**src/rtl/sdes_pkg.sv**
```systemverilog
// Shared types, register codes and S-box tables for the S-DES CBC byte cipher.
`default_nettype none

package sdes_pkg;

    localparam int unsigned KeyWidth  = 10;
    localparam int unsigned ByteWidth = 8;
    localparam int unsigned AddrWidth = 4;
    localparam int unsigned DataWidth = 32;

    typedef enum logic [1:0] {
        REG_SECRET_KEY   = 2'd0,
        REG_INIT_VECTOR  = 2'd1,
        REG_DECRYPT_MODE = 2'd2
    } reg_idx_t;

    typedef struct packed {
        logic [ByteWidth-1:0] k1;
        logic [ByteWidth-1:0] k2;
    } subkeys_t;

    // Tables are indexed by {row, column}, row-major.
    localparam logic [1:0] SBOX0 [16] = '{
        2'd1, 2'd0, 2'd3, 2'd2,
        2'd3, 2'd2, 2'd1, 2'd0,
        2'd0, 2'd2, 2'd1, 2'd3,
        2'd3, 2'd1, 2'd3, 2'd2
    };

    localparam logic [1:0] SBOX1 [16] = '{
        2'd0, 2'd1, 2'd2, 2'd3,
        2'd2, 2'd0, 2'd1, 2'd3,
        2'd3, 2'd0, 2'd1, 2'd0,
        2'd2, 2'd1, 2'd0, 2'd3
    };

endpackage

`default_nettype wire

```
**src/rtl/sdes_keys.sv**
```systemverilog
// Subkey schedule: P10, half rotations and P8 give the two round subkeys.
`default_nettype none

module sdes_keys
(
    input  wire logic [sdes_pkg::KeyWidth-1:0] secret_key,
    output sdes_pkg::subkeys_t                 subkeys
);

    logic [9:0] p10;
    logic [4:0] a1;
    logic [4:0] b1;
    logic [4:0] a2;
    logic [4:0] b2;
    logic [9:0] v1;
    logic [9:0] v2;

    function automatic logic [7:0] perm_p8(input logic [9:0] v);
        return {v[4], v[7], v[3], v[6], v[2], v[5], v[0], v[1]};
    endfunction

    always_comb
    begin
        p10 = {secret_key[7], secret_key[5], secret_key[8], secret_key[3], secret_key[6],
               secret_key[0], secret_key[9], secret_key[1], secret_key[2], secret_key[4]};
        a1 = {p10[8:5], p10[9]};
        b1 = {p10[3:0], p10[4]};
        a2 = {a1[2:0], a1[4:3]};
        b2 = {b1[2:0], b1[4:3]};
        v1 = {a1, b1};
        v2 = {a2, b2};
        subkeys.k1 = perm_p8(v1);
        subkeys.k2 = perm_p8(v2);
    end

endmodule

`default_nettype wire

```
**src/rtl/sdes_core.sv**
```systemverilog
// Combinational S-DES cipher with the CBC chain mixing for both directions.
`default_nettype none

module sdes_core
(
    input  wire logic [sdes_pkg::ByteWidth-1:0] data_in,
    input  wire logic [sdes_pkg::ByteWidth-1:0] chain_in,
    input  wire logic                           decrypt,
    input  wire sdes_pkg::subkeys_t             subkeys,
    output logic [sdes_pkg::ByteWidth-1:0]      data_out
);

    logic [7:0] block_in;
    logic [7:0] key_a;
    logic [7:0] key_b;
    logic [7:0] x_ip;
    logic [7:0] x_r1;
    logic [7:0] x_sw;
    logic [7:0] x_r2;
    logic [7:0] x_out;

    function automatic logic [3:0] round_f(input logic [3:0] r, input logic [7:0] k);
        logic [7:0] e;
        logic [1:0] s0;
        logic [1:0] s1;
        e  = {r[0], r[3], r[2], r[1], r[2], r[1], r[0], r[3]} ^ k;
        s0 = sdes_pkg::SBOX0[{e[7], e[4], e[6:5]}];
        s1 = sdes_pkg::SBOX1[{e[3], e[0], e[2:1]}];
        return {s0[0], s1[0], s1[1], s0[1]};
    endfunction

    function automatic logic [7:0] feistel(input logic [7:0] x, input logic [7:0] k);
        return {x[7:4] ^ round_f(x[3:0], k), x[3:0]};
    endfunction

    always_comb
    begin
        block_in = decrypt ? data_in : (data_in ^ chain_in);
        key_a    = decrypt ? subkeys.k2 : subkeys.k1;
        key_b    = decrypt ? subkeys.k1 : subkeys.k2;
        x_ip     = {block_in[6], block_in[2], block_in[5], block_in[7],
                    block_in[4], block_in[0], block_in[3], block_in[1]};
        x_r1     = feistel(x_ip, key_a);
        x_sw     = {x_r1[3:0], x_r1[7:4]};
        x_r2     = feistel(x_sw, key_b);
        x_out    = {x_r2[4], x_r2[7], x_r2[5], x_r2[3], x_r2[1], x_r2[6], x_r2[0], x_r2[2]};
        data_out = decrypt ? (x_out ^ chain_in) : x_out;
    end

endmodule

`default_nettype wire

```
**src/rtl/sdes_cbc_byte_cipher.sv**
```systemverilog
// Top level of the Simplified DES byte cipher in cipher block chaining mode.
//
// Bytes enter on data_byte with in_valid and leave on result_byte with
// out_valid. A word is taken at a clock edge where valid is high and stall
// is low. Every accepted word gives exactly one result word, in order.
// A word is held in the input register, where the cipher and the chain
// update are worked out, and then moves to the output register, which
// shows its result. One word per cycle is sustained while out_stall is
// low; the limit is the single combinational pass of two Feistel rounds
// between the two registers.
// When out_stall holds a result, the output register keeps it and the
// input register still takes a word if it is empty, then raises in_stall.
// Configuration goes through the APB port: the key at 0x0, the initial
// vector at 0x4 (writing it also reloads the chain) and the mode at 0x8.
// Reset clears the valid flags of both pipeline registers and sets key,
// vector, mode and the chain to zero.
`default_nettype none

module sdes_cbc_byte_cipher
(
    input  wire logic                            clk,
    input  wire logic                            rst_n,
    input  wire logic                            psel,
    input  wire logic                            penable,
    input  wire logic                            pwrite,
    input  wire logic [sdes_pkg::AddrWidth-1:0]  paddr,
    input  wire logic [sdes_pkg::DataWidth-1:0]  pwdata,
    output logic      [sdes_pkg::DataWidth-1:0]  prdata,
    output logic                                 pready,
    input  wire logic                            in_valid,
    output logic                                 in_stall,
    input  wire logic [sdes_pkg::ByteWidth-1:0]  data_byte,
    output logic                                 out_valid,
    input  wire logic                            out_stall,
    output logic      [sdes_pkg::ByteWidth-1:0]  result_byte
);

    logic [sdes_pkg::KeyWidth-1:0]  key_reg;
    logic [sdes_pkg::ByteWidth-1:0] iv_reg;
    logic                           mode_reg;
    logic [sdes_pkg::ByteWidth-1:0] chain_reg;
    logic [sdes_pkg::ByteWidth-1:0] chain_next;
    logic                           in_valid_reg;
    logic [sdes_pkg::ByteWidth-1:0] in_data_reg;
    logic                           out_valid_reg;
    logic [sdes_pkg::ByteWidth-1:0] result_byte_reg;
    logic [sdes_pkg::ByteWidth-1:0] cipher_out;
    sdes_pkg::subkeys_t             subkeys;
    sdes_pkg::reg_idx_t             reg_idx;
    logic                           cfg_write;
    logic                           in_take;
    logic                           advance;

    assign pready    = 1'b1;
    assign reg_idx   = sdes_pkg::reg_idx_t'(paddr[3:2]);
    assign cfg_write = psel && penable && pwrite && pready;

    always_comb
    begin
        case (reg_idx)
            sdes_pkg::REG_SECRET_KEY:
                prdata = {{(sdes_pkg::DataWidth - sdes_pkg::KeyWidth){1'b0}}, key_reg};
            sdes_pkg::REG_INIT_VECTOR:
                prdata = {{(sdes_pkg::DataWidth - sdes_pkg::ByteWidth){1'b0}}, iv_reg};
            sdes_pkg::REG_DECRYPT_MODE:
                prdata = {{(sdes_pkg::DataWidth - 1){1'b0}}, mode_reg};
            default:
                prdata = '0;
        endcase
    end

    assign advance  = in_valid_reg && (!out_valid_reg || !out_stall);
    assign in_stall = in_valid_reg && !advance;
    assign in_take  = in_valid && !in_stall;

    sdes_keys u_keys
    (
        .secret_key (key_reg),
        .subkeys    (subkeys)
    );

    sdes_core u_core
    (
        .data_in  (in_data_reg),
        .chain_in (chain_reg),
        .decrypt  (mode_reg),
        .subkeys  (subkeys),
        .data_out (cipher_out)
    );

    always_comb
    begin
        chain_next = chain_reg;
        if (cfg_write && (reg_idx == sdes_pkg::REG_INIT_VECTOR))
        begin
            chain_next = pwdata[sdes_pkg::ByteWidth-1:0];
        end
        else if (advance)
        begin
            chain_next = mode_reg ? in_data_reg : cipher_out;
        end
    end

    always_ff @(posedge clk or negedge rst_n)
    begin
        if (!rst_n)
        begin
            key_reg   <= '0;
            iv_reg    <= '0;
            mode_reg  <= 1'b0;
            chain_reg <= '0;
        end
        else
        begin
            chain_reg <= chain_next;
            if (cfg_write)
            begin
                case (reg_idx)
                    sdes_pkg::REG_SECRET_KEY:
                        key_reg <= pwdata[sdes_pkg::KeyWidth-1:0];
                    sdes_pkg::REG_INIT_VECTOR:
                        iv_reg <= pwdata[sdes_pkg::ByteWidth-1:0];
                    sdes_pkg::REG_DECRYPT_MODE:
                        mode_reg <= pwdata[0];
                    default:
                        ;
                endcase
            end
        end
    end

    always_ff @(posedge clk or negedge rst_n)
    begin
        if (!rst_n)
        begin
            in_valid_reg  <= 1'b0;
            out_valid_reg <= 1'b0;
        end
        else
        begin
            if (in_take)
            begin
                in_valid_reg <= 1'b1;
            end
            else if (advance)
            begin
                in_valid_reg <= 1'b0;
            end

            if (advance)
            begin
                out_valid_reg <= 1'b1;
            end
            else if (!out_stall)
            begin
                out_valid_reg <= 1'b0;
            end
        end
    end

    always_ff @(posedge clk)
    begin
        if (in_take)
        begin
            in_data_reg <= data_byte;
        end
        if (advance)
        begin
            result_byte_reg <= cipher_out;
        end
    end

    assign out_valid   = out_valid_reg;
    assign result_byte = result_byte_reg;

endmodule

`default_nettype wire
```
**config.mk**
```make
export PLATFORM = sky130hd
export DESIGN_NAME = sdes_cbc_byte_cipher
export DESIGN_NICKNAME = d
export VERILOG_FILES = /design/src/rtl/sdes_pkg.sv /design/src/rtl/sdes_keys.sv /design/src/rtl/sdes_core.sv /design/src/rtl/sdes_cbc_byte_cipher.sv
export SDC_FILE = /design/constraint.sdc
export NUM_CORES = 1
export LEC_CHECK = 0
export ABC_AREA = 1
export BUFFER_PORTS_ARGS = -buffer_cell sky130_fd_sc_hd__buf_4
export CELL_PAD_IN_SITES_DETAIL_PLACEMENT = 0
export CELL_PAD_IN_SITES_GLOBAL_PLACEMENT = 2
export CORE_MARGIN = 4
export CORE_UTILIZATION = 31
export DETAILED_ROUTE_END_ITERATION = 7
export PLACE_DENSITY_LB_ADDON = 0.1
export SLEW_MARGIN = 20
export SYNTH_ARGS = -nofsm -noshare
export SYNTH_HDL_FRONTEND = slang
export SYNTH_SLANG_ARGS = --single-unit
```
**constraint.sdc**
```tcl
create_clock -name clk -period 4 [get_ports clk]
set_input_delay 0.2 -clock clk [delete_from_list [all_inputs] [get_ports clk]]
set_output_delay 0.2 -clock clk [all_outputs]
set_load 0.02 [all_outputs]
```
* Word-level counts from Yosys, hierarchy flattened
Memory sizes are Yosys's and may differ from the RTL's.
Cells that the tools add are included.
** Word-level totals
- Word-level logic and storage cells :: 66
- Output and inout bits :: 43
- Bits of input ports :: 51
- Memories kept :: 4
- Bits in read-only memories :: 128
- Bits in registers :: 45
** Operators by class
- Order comparisons :: 4
- Reduce and logical (&&, ||, !) cells :: 17
- Muxes and demuxes :: 20
- Bitwise operators :: 10
- Equal/unequal tests :: 3
** Memories
- (name not given) :: depth 16, width 2, rd ports 1, clocked after memory_dff 0, write ports 0, line sdes_core.sv:27 : s0 = sdes_pkg::SBOX0[{e[7], e[4], e[6:5]}];
- (name not given) :: depth 16, width 2, rd ports 1, clocked after memory_dff 0, write ports 0, line sdes_core.sv:28 : s1 = sdes_pkg::SBOX1[{e[3], e[0], e[2:1]}];
- (name not given) :: depth 16, width 2, rd ports 1, clocked after memory_dff 0, write ports 0, line sdes_core.sv:27
- (name not given) :: depth 16, width 2, rd ports 1, clocked after memory_dff 0, write ports 0, line sdes_core.sv:28
** Operator list (number)
- 8-bit 2-to-1 mux :: 7
- 8-bit bitwise XOR :: 4
- 10-bit one-hot mux with 3 select lines :: 1
- 5-bit >= comparator (second input constant) :: 4
- 4-bit inverter with 5-bit output :: 4
- 2-bit 2-to-1 mux :: 8
- 4-bit bitwise XOR :: 2
- 1-bit logical AND :: 6
- 2-bit AND reduction :: 3
- 1-bit logical NOT :: 4
- 1-bit 2-to-1 mux :: 4
- 2-bit nonzero test :: 2
- 2-bit by 1-bit equality test with 1-bit output (second input constant) :: 1
- 2-bit equality test (second input constant) :: 1
- 2-bit logical NOT :: 1
- 2-bit by 1-bit != test with 1-bit output (second input constant) :: 1
- 1-bit logical OR :: 1

* Logic depth before layout (Yosys ltp)
- Word-level depth :: 19
- Depth in mapped cells :: 23
- Mapped depth without buffers :: 22

* By module
A second synthesis with hierarchy kept.
** Unflattened totals
- Cells, all modules :: 525
- Area, all modules :: 3578.4 µm²
** Modules (own cells, without submodules)
- sdes_cbc_byte_cipher :: area an instance 2150.8 µm², cells each 228, times used 1
- sdes_core :: area an instance 1307.5 µm², cells each 281, times used 1
- sdes_keys :: area an instance 120.1 µm², cells each 16, times used 1

* Worst setup path after synthesis
No wires, ideal clock.
- Path kind :: flip-flop to flip-flop
- Start point :: register mode_reg
- End point :: register result_byte_reg (netlist bit result_byte[5]), data pin
- Arrival time :: 2.435 ns
- Path slack :: 1.307 ns
- Required time :: 3.742 ns
- Clock period less this slack :: 2.693 ns
- Stages on the path, launching flop included :: 19
- Cell sequence :: dfrtp_1 buf_6 buf_6 nor2_1 a21oi_1 nand2_1 nand2_1 ha_1 nand2_1 nand2_1 nand2_1 nand2_2 nand2_1 nand2_1 ha_1 or2_0 nand3_1 nand2_2 xnor2_2
** Between the ends
- Cells in the longest elaborated chain, start to end :: 15
** Ends and longest elaborated chain
- start, declared :: line sdes_cbc_byte_cipher.sv:40 : logic mode_reg;
- start signal, assigned :: line sdes_cbc_byte_cipher.sv:124 : mode_reg <= pwdata[0];
- 8-bit 2-to-1 mux (on tied branches) :: line sdes_core.sv:38, sdes_core.sv:39
- 8-bit bitwise XOR :: line sdes_core.sv:26 : e = {r[0], r[3], r[2], r[1], r[2], r[1], r[0], r[3]} ^ k;
- 4-bit inverter with 5-bit output (on tied branches) :: line sdes_core.sv:27, sdes_core.sv:28
- memory read 16 x 2 bit (on tied branches)
- 2-bit 2-to-1 mux (on tied branches) (2 in a row) :: line sdes_core.sv:27, sdes_core.sv:28
- 4-bit bitwise XOR :: line sdes_core.sv:33 : return {x[7:4] ^ round_f(x[3:0], k), x[3:0]};
- 8-bit bitwise XOR :: line sdes_core.sv:26
- 4-bit inverter with 5-bit output (not written as such) :: line sdes_core.sv:28
- memory read 16 x 2 bit
- 2-bit 2-to-1 mux (not written as such) (2 in a row) :: line sdes_core.sv:28
- 4-bit bitwise XOR :: line sdes_core.sv:33
- 8-bit bitwise XOR :: line sdes_core.sv:47 : data_out = decrypt ? (x_out ^ chain_in) : x_out;
- 8-bit 2-to-1 mux * :: line sdes_core.sv:47
- net cipher_out (one bit) :: line sdes_cbc_byte_cipher.sv:47 : logic [sdes_pkg::ByteWidth-1:0] cipher_out;
- end signal, assigned :: line sdes_cbc_byte_cipher.sv:169 : result_byte_reg <= cipher_out;
- end, declared :: line sdes_cbc_byte_cipher.sv:46 : logic [sdes_pkg::ByteWidth-1:0] result_byte_reg;
The timed path passes the listed nets; every way through them passes the cells marked *. The select of a mux whose other input is x is not followed.
A chain may end at the register's enable or synchronous reset.

* Worst setup path after layout
Same ends and word-level chain as after synthesis.

==> impl_metrics.env <==
export IMPL_status="finished clean"
export IMPL_final_area_mm2=0.00406
export IMPL_path_class="reg -> reg"
export IMPL_final_setup_skew_ns=0.00695
export IMPL_io_pin_count=94
export IMPL_totalWireLength_um=9540
export IMPL_fmax_mhz=313
export IMPL_rsz0062_at_grt="no"
export IMPL_die_w_um=114
export IMPL_place_area_mm2=0.00387
export IMPL_yosysUniqueCellTypes=34
export IMPL_htreeDepth=2
export IMPL_cap_violations=0
export IMPL_finalSetupTns_ns=0
export IMPL_syn_inst=511
export IMPL_vdd_ir_drop_max_mv=0.218
export IMPL_clock_sinks=45
export IMPL_drive_above_1_share=0.187
export IMPL_powerDensity_mw_per_mm2=776
export IMPL_clkTransAtPathRegs_ns=0.07
export IMPL_antenna_cells=0
export IMPL_fin_nets=609
export IMPL_antenna_found_initial=0
export IMPL_dieArea_mm2=0.0130
export IMPL_syn_area_mm2=0.00348
export IMPL_drt_iter0_drc=143
export IMPL_layout_area_overhead_vs_synth_pct=16.4
export IMPL_wl_per_cell_um=13.7
export IMPL_p_leak_nw=2.16
export IMPL_cp_end_kind="register"
export IMPL_numCtsBuffers=5
export IMPL_dp_slack_ns=0.764
export IMPL_finalSetupViolCount=0
export IMPL_die_h_um=114
export IMPL_core_area_mm2=0.0109
export IMPL_root_buffer="clkbuf_16"
export IMPL_yosys_top_cells_area="dfrtp_1, nand2_1, edfxtp_1"
export IMPL_regArea_mm2=0.00121
export IMPL_firstDrtPassIters=5
export IMPL_yosysTopAreaCell="dfrtp_1"
export IMPL_synth_seq_cells=45
export IMPL_fillCellCount=1202
export IMPL_multiInputGateArea_mm2=0.00184
export IMPL_cts_buffer_depth=2
export IMPL_worst_slack_ns=0.808
export IMPL_synth_seq_area_share=0.346
export IMPL_hold_violations=0
export IMPL_routed_via_density=4.53
export IMPL_grt_use_total=0.153
export IMPL_path_max_fanout=19
export IMPL_fin_crit_sh=0.798
export IMPL_arrival_ns=3.23
export IMPL_synth_top_cell_area_share=0.208
export IMPL_period_minus_slack_ns=3.19
export IMPL_grt_pass1_wl_um=15500
export IMPL_relSlewSlack=0.553
export IMPL_min_path_type="in -> reg"
export IMPL_antenna_left=0
export IMPL_gp_congestion=0.809
export IMPL_rows=38
export IMPL_cp_data_required_time_ns=4.04
export IMPL_yosys_warnings=0
export IMPL_initial_utilization=0.319
export IMPL_grt_overflow=0
export IMPL_clk_latency_ns=0.29
export IMPL_cts_setup_buffers=0
export IMPL_slew_viol_final=0
export IMPL_worst_pin_slew_ns=0.670
export IMPL_syn_avg_cell_area_um2=6.82
export IMPL_first_global_vias=2979
export IMPL_num_vias=3155
export IMPL_cts_tree="built"
export IMPL_numPortBuffers=46
export IMPL_dp_hpwl_um=7800
export IMPL_largest_reg_flops=10
export IMPL_grt_max_degree=38
export IMPL_drc=0
export IMPL_start_kind="register"
[cells in the mapped netlist]
cell / count
inv_4: 1
or2_0: 1
o21bai_1: 1
buf_12: 1
conb_1: 2
nor2_1: 23
nand3b_1: 4
xor2_1: 6
nand2_4: 2
ha_1: 2
clkbuf_1: 5
buf_4: 23
dfrtp_1: 29
o21ai_2: 3
nand3_1: 55
nand4_1: 1
o221ai_1: 1
xnor2_1: 2
a21oi_1: 27
o211ai_1: 1
inv_1: 64
nand2_1: 169
buf_2: 2
o22ai_1: 7
nand2_2: 22
o21ai_1: 4
xnor2_2: 1
edfxtp_1: 16
nand3_2: 11
inv_2: 4
clkinv_1: 2
nor2_2: 2
o21ai_0: 15
buf_6: 2
[repair_timing]
| action | CTS | global route |
|---|---|---|
| hold buffers | 1 | 0 |
| gates resized for setup | 0 | 0 |
| endpoints found under the hold margin | 29 | 0 |
[path summary, 6_finish.rpt]
kind	slack, ns	end	depth (start not counted)	from
max in group asynchronous	3.31	mode_reg	2	rst_n
hold reg to reg	0.47	out_valid	2	in_valid_reg
hold / removal	0.08	in_data_reg[7]	1	data_byte[7]
setup / recovery	0.81	result_byte[5]	17	mode_reg
setup reg to reg	0.81	result_byte[5]	17	mode_reg
min in group asynchronous	0.38	iv_reg[5]	2	rst_n
[critical path, cell delays in order (launching register included)]
cell and delay, ns:
dfrtp_2 0.56, inv_4 0.24, nand3_2 0.17, nand2_2 0.17, nand2_1 0.07, nand2_1 0.10, ha_1 0.23, nand2_1 0.11
nand2_1 0.08, nand2_1 0.09, nand2_2 0.09, nand2_1 0.07, nand2_1 0.10, ha_1 0.32, or2_0 0.22, nand3_1 0.12
nand2_2 0.08, xnor2_2 0.12
[report_power, final]
| part | internal [W] | switching, W | leakage [nW] |
|---|---|---|---|
| sequential | 0.000648 | 0.0000894 | 0.489 |
| combinational | 0.000663 | 0.00126 | 1.59 |
| clock | 0.000296 | 0.000186 | 0.0843 |
| total | 0.00161 | 0.00154 | 2.16 |
[cell usage in the layout (no fill, tap or decap), types with 5 or more instances in the layout]
cell,count
clkbuf_16,5
nor2_1,23
nand2_1,169
nand2_2,22
nand3_2,11
inv_1,64
o22ai_1,7
o21ai_0,15
edfxtp_1,16
xor2_1,6
a21oi_1,27
nand3_1,55
buf_4,48
conb_1,23
dfrtp_1,28
[final cells by class]
| type | instances | area share |
|---|---|---|
| Multi-Input combinational cell | 383 | 0.454 |
| Sequential cell | 45 | 0.298 |
| Timing Repair Buffer | 50 | 0.0963 |
| Inverter | 71 | 0.0663 |
| Tap cell | 140 | 0.0432 |
| Clock buffer | 5 | 0.0309 |
| Clock inverter | 3 | 0.0111 |
[metal layers]
metal | vias to the layer above | GRT usage | wire length (um)
met5 | - | 0 | 0
met3 | 4 | 0.0233 | 410
met4 | 0 | 0.0333 | 68
li1 | 1667 | - | -
met2 | 66 | 0.243 | 4290
met1 | 1418 | 0.219 | 4760
[through the flow]
step | power, W | cells | util | hold WS (ns)
5_1_grt | 0.00348 | 697 | 0.371 | 0.0713
6_report | 0.00315 | 697 | 0.371 | 0.0842
3_3_place_gp | 0.00268 | 688 | 0.354 | 0.158
3_5_place_dp | 0.00270 | 688 | 0.354 | 0.153
2_1_floorplan | 0.00222 | 532 | - | -0.0956
4_1_cts | 0.00319 | 697 | 0.371 | 0.0790
[kinds of logic (layout without fill, tap and decap cells)]
family	after synthesis	in the layout	share of synthesized area
other cells	2	23	0.00216
fa+ha+maj	2	2	0.00718
xor+xnor	9	9	0.0248
compound gates	59	59	0.0930
simple gates	290	290	0.379
buf+inv	104	129	0.147
flops	45	45	0.346
Power figures use the tool's default switching activity.
